## config.mk

```make
export PLATFORM = sky130hd
export DESIGN_NAME = keyed_deque_store_core
export DESIGN_NICKNAME = d
export VERILOG_FILES = /design/src/rtl/kds_pkg.sv /design/src/rtl/keyed_deque_store_core.sv /design/src/rtl/kds_ram.sv /design/src/rtl/kds_ctrl.sv /design/src/rtl/kds_datapath.sv
export SDC_FILE = /design/constraint.sdc
export NUM_CORES = 1
export LEC_CHECK = 0
export ABC_AREA = 1
export BUFFER_PORTS_ARGS = -buffer_cell sky130_fd_sc_hd__buf_4
export CAP_MARGIN = 20
export CORE_ASPECT_RATIO = 1.1
export CORE_MARGIN = 3
export CORE_UTILIZATION = 62
export DETAILED_ROUTE_END_ITERATION = 10
export GPL_TIMING_DRIVEN = 0
export HOLD_SLACK_MARGIN = 0.08
export PLACE_DENSITY_LB_ADDON = 0.15
export SYNTH_ARGS = -nofsm -noshare
export SYNTH_HDL_FRONTEND = slang
export SYNTH_HIERARCHICAL = 1
export SYNTH_SLANG_ARGS = --single-unit
```

## constraint.sdc

```tcl
create_clock -name clk_i -period 8.5 [get_ports clk_i]
set_clock_uncertainty 0.15 [all_clocks]
set_input_delay 1.7 -clock clk_i [delete_from_list [all_inputs] [get_ports clk_i]]
set_output_delay 1.7 -clock clk_i [all_outputs]
set_load 0.005 [all_outputs]
```

## src/rtl/kds_pkg.sv

```systemverilog
// ----------------------------------------------------------------------------
// kds_pkg: shared definitions for the keyed deque store
// Field widths, command and status codes, and the command/status structs
// that join the controller and the datapath.
// ----------------------------------------------------------------------------
package kds_pkg;

  // Field widths of one input item and one result item.
  localparam int CMD_W    = 3;
  localparam int ID_W     = 16;
  localparam int PRICE_W  = 24;
  localparam int STATUS_W = 2;
  localparam int ENTRY_W  = 5;

  // Default number of slots in the ring.
  localparam int DEF_STORE_DEPTH = 16;

  // Stream data widths, padded to whole bytes.
  localparam int IN_FIELDS_W  = CMD_W + ID_W + PRICE_W;
  localparam int IN_TDATA_W   = ((IN_FIELDS_W + 7) / 8) * 8;
  localparam int OUT_FIELDS_W = STATUS_W + ID_W + PRICE_W + ENTRY_W;
  localparam int OUT_TDATA_W  = ((OUT_FIELDS_W + 7) / 8) * 8;
  localparam int OUT_PAD_W    = OUT_TDATA_W - OUT_FIELDS_W;

  // Command codes.
  localparam logic [CMD_W-1:0] CMD_PUSH_TAIL = 3'd0;
  localparam logic [CMD_W-1:0] CMD_PUSH_HEAD = 3'd1;
  localparam logic [CMD_W-1:0] CMD_POP_FRONT = 3'd2;
  localparam logic [CMD_W-1:0] CMD_POP_BACK  = 3'd3;
  localparam logic [CMD_W-1:0] CMD_SEARCH    = 3'd4;
  localparam logic [CMD_W-1:0] CMD_UPDATE    = 3'd5;

  // Result status codes.
  typedef enum logic [STATUS_W-1:0] {
    ST_DONE      = 2'd0,
    ST_EMPTY     = 2'd1,
    ST_NOT_FOUND = 2'd2,
    ST_FULL      = 2'd3
  } status_e;

  // Datapath operations issued by the controller.
  typedef enum logic [3:0] {
    DP_NONE,
    DP_LOAD,
    DP_PUSH_TAIL,
    DP_PUSH_HEAD,
    DP_POP_FRONT,
    DP_POP_BACK,
    DP_SCAN_START,
    DP_SCAN_STEP,
    DP_OUTPUT
  } dp_op_e;

  // Controller to datapath.
  typedef struct packed {
    dp_op_e  op;
    logic    set_res;
    status_e res_status;
    logic    take_found;
    logic    write_price;
  } ctrl_cmd_t;

  // Datapath to controller.
  typedef struct packed {
    logic [CMD_W-1:0] cmd;
    logic             empty;
    logic             full;
    logic             match;
    logic             last;
  } dp_stat_t;

endpackage

```

## src/rtl/keyed_deque_store_core.sv

```systemverilog
// ----------------------------------------------------------------------------
// keyed_deque_store_core: bounded double-ended store of (id, price) entries
//
// One command enters on the slave stream: push tail, push head, pop front,
// pop back, search by id or update price by id. Every command gives exactly
// one result transaction on the master stream with status, the found id and
// price (search hits only) and the entry count after the command.
// Entries sit in a ring held in one RAM with registered read.
//
// Timing: one command is worked on at a time. A push, pop, empty, full or
// unused command passes the execute and response steps; its result is then
// written to the output register, and the next command can be accepted.
// Search and update read the ring from the front one entry per cycle through
// the RAM read port, in a scan step between execute and response that stops
// at the first match or after the last held entry.
// The output register lets the next command be accepted while a result is
// still waiting; if the receiver stalls, the following result holds the
// block in its response step until the register frees up.
// Reset empties the store at once (front and count to zero); the RAM is not
// cleared, as only entries written by a push are ever read.
// ----------------------------------------------------------------------------
module keyed_deque_store_core
  import kds_pkg::*;
#(
  parameter int STORE_DEPTH = DEF_STORE_DEPTH
) (
  input  logic                   clk_i,
  input  logic                   rst_ni,
  // Fields from bit 0: command[2:0], item_id[18:3], item_price[42:19], zero pad.
  input  logic [IN_TDATA_W-1:0]  s_axis_tdata,
  input  logic                   s_axis_tvalid,
  output logic                   s_axis_tready,
  // Fields from bit 0: status[1:0], found_id[17:2], found_price[41:18],
  // entry_count[46:42], zero pad.
  output logic [OUT_TDATA_W-1:0] m_axis_tdata,
  output logic                   m_axis_tvalid,
  input  logic                   m_axis_tready
);

  localparam int IdLo    = CMD_W;
  localparam int PriceLo = CMD_W + ID_W;

  ctrl_cmd_t           ctrl_cmd;
  dp_stat_t            dp_stat;
  logic [STATUS_W-1:0] out_status;
  logic [ID_W-1:0]     out_id;
  logic [PRICE_W-1:0]  out_price;
  logic [ENTRY_W-1:0]  out_count;

  // Command sequencing.
  kds_ctrl u_ctrl (
    .clk_i     (clk_i),
    .rst_ni    (rst_ni),
    .s_valid_i (s_axis_tvalid),
    .s_ready_o (s_axis_tready),
    .m_valid_o (m_axis_tvalid),
    .m_ready_i (m_axis_tready),
    .stat_i    (dp_stat),
    .cmd_o     (ctrl_cmd)
  );

  // Storage and scan.
  kds_datapath #(
    .STORE_DEPTH (STORE_DEPTH)
  ) u_datapath (
    .clk_i        (clk_i),
    .rst_ni       (rst_ni),
    .in_cmd_i     (s_axis_tdata[CMD_W-1:0]),
    .in_id_i      (s_axis_tdata[IdLo +: ID_W]),
    .in_price_i   (s_axis_tdata[PriceLo +: PRICE_W]),
    .cmd_i        (ctrl_cmd),
    .stat_o       (dp_stat),
    .out_status_o (out_status),
    .out_id_o     (out_id),
    .out_price_o  (out_price),
    .out_count_o  (out_count)
  );

  // Result packing.
  assign m_axis_tdata = {{OUT_PAD_W{1'b0}}, out_count, out_price, out_id, out_status};

endmodule

```

## src/rtl/kds_ram.sv

```systemverilog
// ----------------------------------------------------------------------------
// kds_ram: generic simple dual-port RAM
// One write port and one read port, with the read data registered.
// ----------------------------------------------------------------------------
module kds_ram #(
  parameter int WIDTH = 8,
  parameter int DEPTH = 16
) (
  input  logic                     clk_i,
  input  logic                     we_i,
  input  logic [$clog2(DEPTH)-1:0] waddr_i,
  input  logic [WIDTH-1:0]         wdata_i,
  input  logic [$clog2(DEPTH)-1:0] raddr_i,
  output logic [WIDTH-1:0]         rdata_o
);

  logic [WIDTH-1:0] mem [DEPTH];
  logic [WIDTH-1:0] rdata_q;

  // Write and registered read.
  always_ff @(posedge clk_i) begin
    if (we_i) begin
      mem[waddr_i] <= wdata_i;
    end
    rdata_q <= mem[raddr_i];
  end

  assign rdata_o = rdata_q;

endmodule

```

## src/rtl/kds_ctrl.sv

```systemverilog
// ----------------------------------------------------------------------------
// kds_ctrl: controller of the keyed deque store
// Sequences one command at a time through execute, scan and response, and
// owns the valid flag of the output register.
// ----------------------------------------------------------------------------
module kds_ctrl
  import kds_pkg::*;
(
  input  logic      clk_i,
  input  logic      rst_ni,
  input  logic      s_valid_i,
  output logic      s_ready_o,
  output logic      m_valid_o,
  input  logic      m_ready_i,
  input  dp_stat_t  stat_i,
  output ctrl_cmd_t cmd_o
);

  typedef enum logic [1:0] {
    S_IDLE,
    S_EXEC,
    S_SCAN,
    S_RESP
  } state_e;

  state_e state_q, state_d;
  logic   out_valid_q, out_valid_d;
  logic   out_free;

  assign out_free  = !out_valid_q || m_ready_i;
  assign s_ready_o = (state_q == S_IDLE);
  assign m_valid_o = out_valid_q;

  // Next state and datapath commands.
  always_comb begin
    state_d           = state_q;
    out_valid_d       = out_valid_q && !m_ready_i;
    cmd_o             = '0;
    cmd_o.op          = DP_NONE;
    cmd_o.res_status  = ST_DONE;
    case (state_q)
      S_IDLE: begin
        if (s_valid_i) begin
          cmd_o.op = DP_LOAD;
          state_d  = S_EXEC;
        end
      end
      S_EXEC: begin
        cmd_o.set_res = 1'b1;
        state_d       = S_RESP;
        case (stat_i.cmd)
          CMD_PUSH_TAIL, CMD_PUSH_HEAD: begin
            if (stat_i.full) begin
              cmd_o.res_status = ST_FULL;
            end else begin
              cmd_o.op = (stat_i.cmd == CMD_PUSH_TAIL) ? DP_PUSH_TAIL : DP_PUSH_HEAD;
            end
          end
          CMD_POP_FRONT, CMD_POP_BACK: begin
            if (stat_i.empty) begin
              cmd_o.res_status = ST_EMPTY;
            end else begin
              cmd_o.op = (stat_i.cmd == CMD_POP_FRONT) ? DP_POP_FRONT : DP_POP_BACK;
            end
          end
          CMD_SEARCH, CMD_UPDATE: begin
            if (stat_i.empty) begin
              cmd_o.res_status = ST_EMPTY;
            end else begin
              cmd_o.set_res = 1'b0;
              cmd_o.op      = DP_SCAN_START;
              state_d       = S_SCAN;
            end
          end
          default: begin
            // Unused codes leave the store as it is.
            cmd_o.res_status = ST_DONE;
          end
        endcase
      end
      S_SCAN: begin
        cmd_o.op = DP_SCAN_STEP;
        if (stat_i.match) begin
          cmd_o.set_res     = 1'b1;
          cmd_o.take_found  = (stat_i.cmd == CMD_SEARCH);
          cmd_o.write_price = (stat_i.cmd == CMD_UPDATE);
          state_d           = S_RESP;
        end else if (stat_i.last) begin
          cmd_o.set_res    = 1'b1;
          cmd_o.res_status = ST_NOT_FOUND;
          state_d          = S_RESP;
        end
      end
      S_RESP: begin
        if (out_free) begin
          cmd_o.op    = DP_OUTPUT;
          out_valid_d = 1'b1;
          state_d     = S_IDLE;
        end
      end
      default: begin
        state_d = S_IDLE;
      end
    endcase
  end

  // State and output valid flag.
  always_ff @(posedge clk_i or negedge rst_ni) begin
    if (!rst_ni) begin
      state_q     <= S_IDLE;
      out_valid_q <= 1'b0;
    end else begin
      state_q     <= state_d;
      out_valid_q <= out_valid_d;
    end
  end

endmodule

```

## src/rtl/kds_datapath.sv

```systemverilog
// ----------------------------------------------------------------------------
// kds_datapath: ring storage and scan datapath of the keyed deque store
// Holds the command registers, front index, count, scan pointer, entry RAM,
// result registers and the output register.
// ----------------------------------------------------------------------------
module kds_datapath
  import kds_pkg::*;
#(
  parameter int STORE_DEPTH = DEF_STORE_DEPTH
) (
  input  logic               clk_i,
  input  logic               rst_ni,
  input  logic [CMD_W-1:0]   in_cmd_i,
  input  logic [ID_W-1:0]    in_id_i,
  input  logic [PRICE_W-1:0] in_price_i,
  input  ctrl_cmd_t          cmd_i,
  output dp_stat_t           stat_o,
  output logic [STATUS_W-1:0] out_status_o,
  output logic [ID_W-1:0]    out_id_o,
  output logic [PRICE_W-1:0] out_price_o,
  output logic [ENTRY_W-1:0] out_count_o
);

  localparam int IDX_W  = $clog2(STORE_DEPTH);
  localparam int CNT_W  = $clog2(STORE_DEPTH + 1);
  localparam int WORD_W = ID_W + PRICE_W;

  localparam logic [IDX_W-1:0] LastSlot = IDX_W'(STORE_DEPTH - 1);
  localparam logic [IDX_W:0]   DepthL   = (IDX_W + 1)'(STORE_DEPTH);
  localparam logic [CNT_W-1:0] FullCnt  = CNT_W'(STORE_DEPTH);

  logic [CMD_W-1:0]    cmd_q;
  logic [ID_W-1:0]     key_q;
  logic [PRICE_W-1:0]  price_q;
  logic [IDX_W-1:0]    front_q;
  logic [CNT_W-1:0]    count_q;
  logic [IDX_W-1:0]    cur_slot_q;
  logic [IDX_W-1:0]    cur_k_q;
  status_e             res_status_q;
  logic [ID_W-1:0]     found_id_q;
  logic [PRICE_W-1:0]  found_price_q;
  logic [STATUS_W-1:0] out_status_q;
  logic [ID_W-1:0]     out_id_q;
  logic [PRICE_W-1:0]  out_price_q;
  logic [ENTRY_W-1:0]  out_count_q;

  logic [IDX_W-1:0]  front_inc, front_dec, cur_inc, tail_slot;
  logic [IDX_W:0]    tail_sum;
  logic              is_push;
  logic              ram_we;
  logic [IDX_W-1:0]  ram_waddr, ram_raddr;
  logic [WORD_W-1:0] ram_rdata;
  logic [ID_W-1:0]   rd_id;
  logic [PRICE_W-1:0] rd_price;

  // Ring index arithmetic, wrapping at the store depth.
  assign front_inc = (front_q == LastSlot) ? '0 : front_q + 1'b1;
  assign front_dec = (front_q == '0) ? LastSlot : front_q - 1'b1;
  assign cur_inc   = (cur_slot_q == LastSlot) ? '0 : cur_slot_q + 1'b1;
  assign tail_sum  = {1'b0, front_q} + (IDX_W + 1)'(count_q);
  assign tail_slot = (tail_sum >= DepthL) ? IDX_W'(tail_sum - DepthL) : IDX_W'(tail_sum);

  // RAM ports: pushes and price updates write, the scan reads ahead.
  assign is_push   = (cmd_i.op == DP_PUSH_TAIL) || (cmd_i.op == DP_PUSH_HEAD);
  assign ram_we    = is_push || cmd_i.write_price;
  assign ram_waddr = cmd_i.write_price         ? cur_slot_q :
                     (cmd_i.op == DP_PUSH_HEAD) ? front_dec  : tail_slot;
  assign ram_raddr = (cmd_i.op == DP_SCAN_STEP) ? cur_inc : front_q;

  kds_ram #(
    .WIDTH (WORD_W),
    .DEPTH (STORE_DEPTH)
  ) u_entry_ram (
    .clk_i   (clk_i),
    .we_i    (ram_we),
    .waddr_i (ram_waddr),
    .wdata_i ({key_q, price_q}),
    .raddr_i (ram_raddr),
    .rdata_o (ram_rdata)
  );

  assign rd_id    = ram_rdata[WORD_W-1:PRICE_W];
  assign rd_price = ram_rdata[PRICE_W-1:0];

  // Status toward the controller.
  assign stat_o.cmd   = cmd_q;
  assign stat_o.empty = (count_q == '0);
  assign stat_o.full  = (count_q == FullCnt);
  assign stat_o.match = (rd_id == key_q);
  assign stat_o.last  = ((CNT_W'(cur_k_q) + CNT_W'(1)) == count_q);

  // Ring control state and scan pointer.
  always_ff @(posedge clk_i or negedge rst_ni) begin
    if (!rst_ni) begin
      front_q    <= '0;
      count_q    <= '0;
      cur_slot_q <= '0;
      cur_k_q    <= '0;
    end else begin
      case (cmd_i.op)
        DP_PUSH_TAIL: begin
          count_q <= count_q + 1'b1;
        end
        DP_PUSH_HEAD: begin
          front_q <= front_dec;
          count_q <= count_q + 1'b1;
        end
        DP_POP_FRONT: begin
          front_q <= front_inc;
          count_q <= count_q - 1'b1;
        end
        DP_POP_BACK: begin
          count_q <= count_q - 1'b1;
        end
        DP_SCAN_START: begin
          cur_slot_q <= front_q;
          cur_k_q    <= '0;
        end
        DP_SCAN_STEP: begin
          cur_slot_q <= cur_inc;
          cur_k_q    <= cur_k_q + 1'b1;
        end
        default: begin
          cur_k_q <= cur_k_q;
        end
      endcase
    end
  end

  // Command, result and output payload registers.
  always_ff @(posedge clk_i) begin
    if (cmd_i.op == DP_LOAD) begin
      cmd_q   <= in_cmd_i;
      key_q   <= in_id_i;
      price_q <= in_price_i;
    end
    if (cmd_i.set_res) begin
      res_status_q  <= cmd_i.res_status;
      found_id_q    <= cmd_i.take_found ? rd_id : '0;
      found_price_q <= cmd_i.take_found ? rd_price : '0;
    end
    if (cmd_i.op == DP_OUTPUT) begin
      out_status_q <= res_status_q;
      out_id_q     <= found_id_q;
      out_price_q  <= found_price_q;
      out_count_q  <= ENTRY_W'(count_q);
    end
  end

  assign out_status_o = out_status_q;
  assign out_id_o     = out_id_q;
  assign out_price_o  = out_price_q;
  assign out_count_o  = out_count_q;

  // The count never passes the depth and the front stays inside the ring.
  a_count_bound : assert property (@(posedge clk_i) disable iff (!rst_ni)
    count_q <= FullCnt) else $error("entry count above store depth");

  a_front_bound : assert property (@(posedge clk_i) disable iff (!rst_ni)
    {1'b0, front_q} < DepthL) else $error("front index outside ring");

  // A push is only issued with room left, a pop only with an entry held.
  a_push_room : assert property (@(posedge clk_i) disable iff (!rst_ni)
    is_push |-> (count_q != FullCnt)) else $error("push issued on full store");

  a_pop_held : assert property (@(posedge clk_i) disable iff (!rst_ni)
    ((cmd_i.op == DP_POP_FRONT) || (cmd_i.op == DP_POP_BACK)) |-> (count_q != '0))
    else $error("pop issued on empty store");

  // The scan never compares an entry beyond the held ones.
  a_scan_held : assert property (@(posedge clk_i) disable iff (!rst_ni)
    (cmd_i.op == DP_SCAN_STEP) |-> (CNT_W'(cur_k_q) < count_q))
    else $error("scan ran past held entries");

endmodule

```

==> reports/metrics.yaml, run 1 <==
outcome: "finished clean"
ys.warnings.count: 6
avgSynthCellArea_um2: 10.96
ios: 102
design.die.area_um2: 58810
die_x_um: 231.5
gp_congestion: 0.8694
synth_top_family_by_area: "simple AND/OR/NAND/NOR gates"
endpoint_kind: "flip-flop"
syn_area_um2: 34680
fillers: 3627
core_area_um2: 55070
peakVddDrop_mv: 0.2479
dr.pass1.iters: 6
start_kind: "flip-flop"
synth_compound_area_frac: 0.006603
hold_viol: 0
grt_pass1_vias: 23370
antenna_found_initial: 1
crit_required_ns: 8.65
ys_types: 42
dieHeight_um: 254.0
setup_ws_ns: 3.592
synth_nets: 3235
max-cap-violations: 0
tightestPinTransition_ns: 1.208
clock-sinks: 832
slew_headroom: 0.1945
slew_violations: 0
area_growth_pct: 14.64
synth_edf_count: 772
ys_seq_area_frac: 0.7060
fmax_mhz: 203.8
num_rows: 90
cts_tree: "built"
numPortBuffers: 95
cts-resized-gates: 0
arrival_ns: 5.06
drive_gt1_frac: 0.1147
power_density_nw_per_um2: 398.0
setup_violations: 0
final_common_cell: "nand2_1"
h-tree-depth: 3
final_cell_mix: "nand2_1 (965), edfxtp_1 (772), inv_1 (565), nand3_1 (500), buf_4 (118)"
period_share: 0.5774
rsz0062_at_grt: "false"
postCtsSetupRepairBufs: 0
ant_nets: 0
synthCells: 3163
synth-adder-area-share: 0.007649
start_util: 0.6298
synth_seq_cells: 832
path_clk_slew_ns: 0.06
drt-vias-per-instance: 5.647
seqCellArea_um2: 24480
dpl.hpwl_um: 57710
yosys.area_share.simple: 0.1872
pre_cts_slack_ns: 3.231
utilization: 0.7220
grt_pass1_wl_um: 132300
cts_max_path_buffers: 3
numCtsBuffers: 82
multi_input_area_um2: 7343
wl_per_cell_um: 21.16
period_needed_ns: 4.908
crit_fanout: 21
final_area_um2: 39750
p_leak_nw: 17.12
overflow: 0
fin_nets: 3448
synth-main-ff-cell: "edfxtp_1"
ys_async_sr_fraction: 0.02404
cts_root_buf: "clkbuf_16"
hold_buffers: 0
place_area_um2: 37020
grt_max_degree: 25
muxShareOfSynthArea: 0
worstSetupPathType: "reg -> reg"
hold_path_class: "reg -> reg"
track_usage: 0.3022
drc: 0
num_vias: 23610
finalWirelength_um: 88430
drtIter0Drc: 2374
clk_latency_ns: 0.62
yosys.area_share.xor_xnor: 0.006061
per-layer routing:
metal | GRT usage | share of wire
met1 | 0.3768 | 0.36
met2 | 0.5184 | 0.50
met3 | 0.05011 | 0.096
met4 | 0.1470 | 0.046
met5 | 0 | 0
synthesized netlist by cell type (all sizes together), types with 2 or more instances:
library cell | number | area, um^2
ha | 18 | 225.2
a22o | 2 | 17.52
nor3 | 6 | 30.03
o22ai | 3 | 18.77
xor2 | 8 | 70.07
o21ai | 24 | 123.9
nor2 | 42 | 186.4
o211ai | 3 | 22.52
nand3 | 501 | 2512
fa | 2 | 40.04
xnor2 | 16 | 140.1
nand4 | 4 | 25.02
dfxtp | 40 | 800.8
nand2 | 970 | 3664
dfrtp | 20 | 500.5
buf | 117 | 759.5
a21oi | 8 | 40.04
nand3b | 5 | 37.54
clkbuf | 20 | 75.07
edfxtp | 772 | 23180
inv | 573 | 2156
or2 | 4 | 25.03
worst max-delay path, cell delays in order (launching register included):
cell	delay, ns
dfrtp_1	0.53
inv_1	0.20
nand4_1	0.17
nor2_1	0.10
inv_2	0.06
nand2_1	0.06
o21ai_1	0.08
nand3_1	0.07
o21ai_0	0.36
nand3_1	0.34
nor2_2	0.33
nand2_1	0.14
o211ai_1	0.11
o21ai_0	0.21
nand3b_1	0.47
nor2_4	0.89
buf_12	0.29
through the flow:
step	hold WS, ns	setup TNS (ns)	power (mW)	std cells
finish	0.2660	0	15.82	4180
global route	0.2710	0	16.56	4179
CTS	0.2678	0	15.76	4179
detailed placement	0.2545	0	12.04	4028
global placement	0.2513	-162.05	11.39	3994
floorplan	0.2503	0	9.722	3163
where the power goes:
part / switching [mW] / total, mW / internal [mW]
Combinational: 4.03 / 5.75 / 1.71
Clock: 1.50 / 3.68 / 2.17
Sequential: 0.657 / 6.40 / 5.74
kinds of logic (layout without fill, tap and decap cells):
family / count (synthesis) / count (layout)
compound gates: 41 / 41
xor+xnor: 24 / 24
fa+ha+maj: 20 / 20
buf+inv: 711 / 991
flops: 832 / 832
other cells: 1 / 2
simple gates: 1534 / 1534
area by class of cell:
type / count / share of cell area
plain buffers: 137 / 0.02099
clock inverters: 48 / 0.01338
diodes: 1 / 0.00006295
repair buffers: 129 / 0.03210
well taps: 736 / 0.02316
multi-input cells: 1620 / 0.1847
flip-flops and latches: 832 / 0.6159
clock buffers: 103 / 0.05539
inverters: 574 / 0.05432
final timing paths:
kind / startpoint / endpoint / slack, ns / cells after the start
max in group asynchronous: rst_ni / u_ctrl/state_q[0] / 7.15 / 1
min: u_datapath/found_id_q[7] / u_datapath/out_id_o[7] / 0.27 / 0
min reg2reg: u_datapath/found_id_q[7] / u_datapath/out_id_o[7] / 0.27 / 0
max reg2reg: u_datapath/count_q[1] / u_datapath/u_entry_ram/mem[11][21] / 3.59 / 16
max: u_datapath/count_q[1] / u_datapath/u_entry_ram/mem[11][21] / 3.59 / 16
min in group asynchronous: rst_ni / u_datapath/front_q[2] / 0.82 / 1
flip-flops by register name, summed over array words and instances (netlist names), 3 cells and up:
signal,cells
u_datapath/u_entry_ram/mem,640
u_datapath/u_entry_ram/rdata_o,40
u_datapath/found_price_q,24
u_datapath/out_price_o,24
u_datapath/price_q,24
u_datapath/found_id_q,16
u_datapath/key_q,16
u_datapath/out_id_o,16
u_datapath/count_q,5
u_datapath/out_count_o,5
u_datapath/cur_k_q,4
u_datapath/cur_slot_q,4
u_datapath/front_q,4
u_datapath/cmd_q,3
Note: power is estimated with default switching activity, not from simulation.
==> inputs of run 2 (changes only) <==
CORE_UTILIZATION = 56   (was 62)
clock period = 4.31 ns   (was 8.5 ns; I/O delays follow)
==> run 2 against run 1 <==
Compared with the run above:
- final cell count rose by 3.5%
- highest routed layer unchanged
- largest cell class unchanged
- global-route usage fell by 1.4 points
- fmax rose by 20%
- hold slack got worse by 0.026 ns
- routed wire length rose by 6.3%
- die area rose by 10%
- sequential share of layout area fell by 1.5 points
- non-clock buffer count rose by 43
- critical path depth rose by 5
- via count rose by 0.95%
- core utilization fell by 5.6 points
- register-to-register slack got worse by 3.4 ns
==> reports/metrics.yaml, run 2 (synthesized netlist as in run 1, its figures left out) <==
track_usage: 0.2887
crit_required_ns: 4.74
hold_path_class: "in -> reg"
endpoint_kind: "flip-flop"
seqCellArea_um2: 24480
start_util: 0.5665
peakVddDrop_mv: 0.5419
finalWirelength_um: 94040
grt_max_degree: 25
outcome: "finished clean"
p_leak_nw: 17.51
hold_depth: 1
r2r-start: "u_datapath/count_q[1]"
hp-start: "s_axis_tdata[25]"
multi_input_area_um2: 7526
setup_ws_ns: 0.2146
period_needed_ns: 4.095
clock-sinks: 832
rsz0062_at_grt: "false"
crit_fanout: 10
largest_register: "u_datapath/u_entry_ram/mem"
grt_pass1_wl_um: 138000
fin_nets: 3504
final_cell_mix: "nand2_1 (960), edfxtp_1 (772), inv_1 (565), nand3_1 (498), buf_4 (146)"
setup_violations: 0
worst_path_max_delay_cell: "dfrtp_1"
wl_per_cell_um: 21.73
grt_pass1_vias: 22920
path_clk_slew_ns: 0.06
largest_reg_flops: 640
drc: 0
numCtsBuffers: 85
fin_cells: 4328
internal-power_mw: 19.52
h-tree-depth: 3
numPortBuffers: 95
clk_latency_ns: 0.64
drtIter0Drc: 2870
num_rows: 95
cts_root_buf: "clkbuf_16"
ios: 102
tightestPinTransition_ns: 0.9995
pre_cts_slack_ns: -0.6433
sw_frac_of_total: 0.3990
fillers: 4433
power_density_nw_per_um2: 797.0
critPathMaxStageDelay_ns: 0.49
hold_end: "u_datapath/price_q[6]"
dieHeight_um: 267.0
reg2reg_slack_ns: 0.21
gp_congestion: 0.8613
area_growth_pct: 17.53
cts_max_path_buffers: 3
max-cap-violations: 0
r2r_cells: 21
critPathTopFamily: "buffers and inverters"
cts_tree: "built"
die_x_um: 243.3
power_switching_mw: 12.96
slew_violations: 0
start_kind: "flip-flop"
period_share: 0.9502
worstSetupPathType: "reg -> reg"
dpl.hpwl_um: 58230
crit_chain: "inv_1, nand4_1, nor2_1, inv_2, nand2_1, o21ai_1, nand3_1, o21ai_1, inv_2, nor2_8, nand2_4, clkinv_1, nand2_1, nand2_1, buf_4, buf_2, buf_2, nand2_1, nand3_1, nand3_1, nand2_1"
pwr-share-comb: 0.387
slew_headroom: 0.3337
core_area_um2: 61220
diodes: 0
final_common_cell: "nand2_1"
fmax_mhz: 244.2
total_power_mw: 32.48
drt-vias-per-instance: 5.506
arrival_ns: 4.52
seqPwrFrac: 0.380
dp_cells: 4112
hold_viol: 0
dr.pass1.iters: 5
timing.critical_path.buf_inv: 7
ant_nets: 0
drive_gt1_frac: 0.1333
rr_endpoint: "u_datapath/u_entry_ram/rdata_o[33]"
num_vias: 23830
antenna_found_initial: 0
overflow: 0
design.die.area_um2: 64950
clkPwrFrac: 0.233
cpMostUsedCell: "nand2_1"
## run 2: cell types whose count changed in the layout (fill, tap and decap cells not counted), moves of 3 or more
| cell | previous run | this run |
|---|---|---|
| buf_1 | 16 | 11 |
| buf_12 | 16 | 31 |
| buf_4 | 118 | 146 |
| clkbuf_1 | 35 | 41 |
| clkbuf_2 | 0 | 8 |
| clkinv_1 | 13 | 10 |
| clkinv_2 | 15 | 12 |
| clkinv_8 | 0 | 4 |
| clkinvlp_4 | 5 | 1 |
| nand2_1 | 965 | 960 |
| nand2_2 | 3 | 7 |
| nor2_4 | 17 | 27 |
| o21ai_0 | 18 | 15 |
| o21ai_1 | 5 | 8 |
## run 2: how the worst max path moves through the flow
| stage | endpoint | cells past startpoint | slack [ns] | start |
|---|---|---|---|---|
| after detailed placement | u_datapath/u_entry_ram/mem[11][19] | 13 | -0.64 | u_datapath/key_q[2] |
| after global routing | u_datapath/u_entry_ram/mem[11][21] | 18 | 0.007 | u_datapath/count_q[1] |
| after global placement | u_datapath/u_entry_ram/mem[11][19] | 12 | -3.17 | u_datapath/key_q[2] |
| final | u_datapath/u_entry_ram/rdata_o[33] | 21 | 0.21 | u_datapath/count_q[1] |
| after floorplan | u_datapath/u_entry_ram/mem[10][0] | 13 | -0.14 | u_ctrl/state_q[1] |
| after CTS | u_datapath/u_entry_ram/mem[15][15] | 13 | 0.0006 | u_datapath/key_q[15] |
## run 2: power by group through the flow
stage	combinational, mW	sequential, mW	clock [mW]
2_1_floorplan	6.90	12.3	0
3_3_place_gp	10.3	12.3	0
3_5_place_dp	11.3	12.8	0
4_1_cts	11.9	12.5	7.65
5_1_grt	13.4	12.5	7.99
6_report	12.6	12.4	7.55
## run 2: what timing repair did
item	in CTS	in global routing
cloned	10	0
endpoints found under the setup margin	593	677
hold endpoints to repair	20	0
hold buffers	1	0
resized for setup	19	28
buffers inserted	29	18
pin swaps	12	0
## run 2: through the flow
stage                       util  hold WS (ns)  setup TNS [ns]  instance area [um^2]
after floorplan                -        0.2503          -56.49                 34700
after global placement    0.5954        0.2506        -1855.30                 36450
after detailed placement  0.6072        0.2556         -251.04                 37170
after CTS                 0.6626        0.2124               0                 40560
after global routing      0.6658        0.2160               0                 40760
final                     0.6658        0.2397               0                 40760
## run 2: worst reg2reg max path, cell delays in order (launching register included)
cell and delay, ns:
dfrtp_1 0.49, inv_1 0.17, nand4_1 0.16, nor2_1 0.10, inv_2 0.06, nand2_1 0.06
o21ai_1 0.08, nand3_1 0.08, o21ai_1 0.30, inv_2 0.16, nor2_8 0.22, nand2_4 0.14
clkinv_1 0.12, nand2_1 0.06, nand2_1 0.09, buf_4 0.25, buf_2 0.40, buf_2 0.39
nand2_1 0.13, nand3_1 0.15, nand3_1 0.17, nand2_1 0.13
## run 2: per-layer routing
layer	up-vias	GRT usage	part of all wire
met4	0	0.1412	0.049
met2	1285	0.4812	0.48
li1	10820	-	-
met3	285	0.05335	0.098
met1	11440	0.3675	0.37
met5	-	0	0
## run 2: area by class of cell
cell class / count / area share
Sequential cell: 832 / 0.6007
Multi-Input combinational cell: 1630 / 0.1847
Clock buffer: 117 / 0.05661
Inverter: 574 / 0.05299
Timing Repair Buffer: 173 / 0.04482
Tap cell: 824 / 0.02530
Buffer: 136 / 0.02084
Clock inverter: 42 / 0.01406
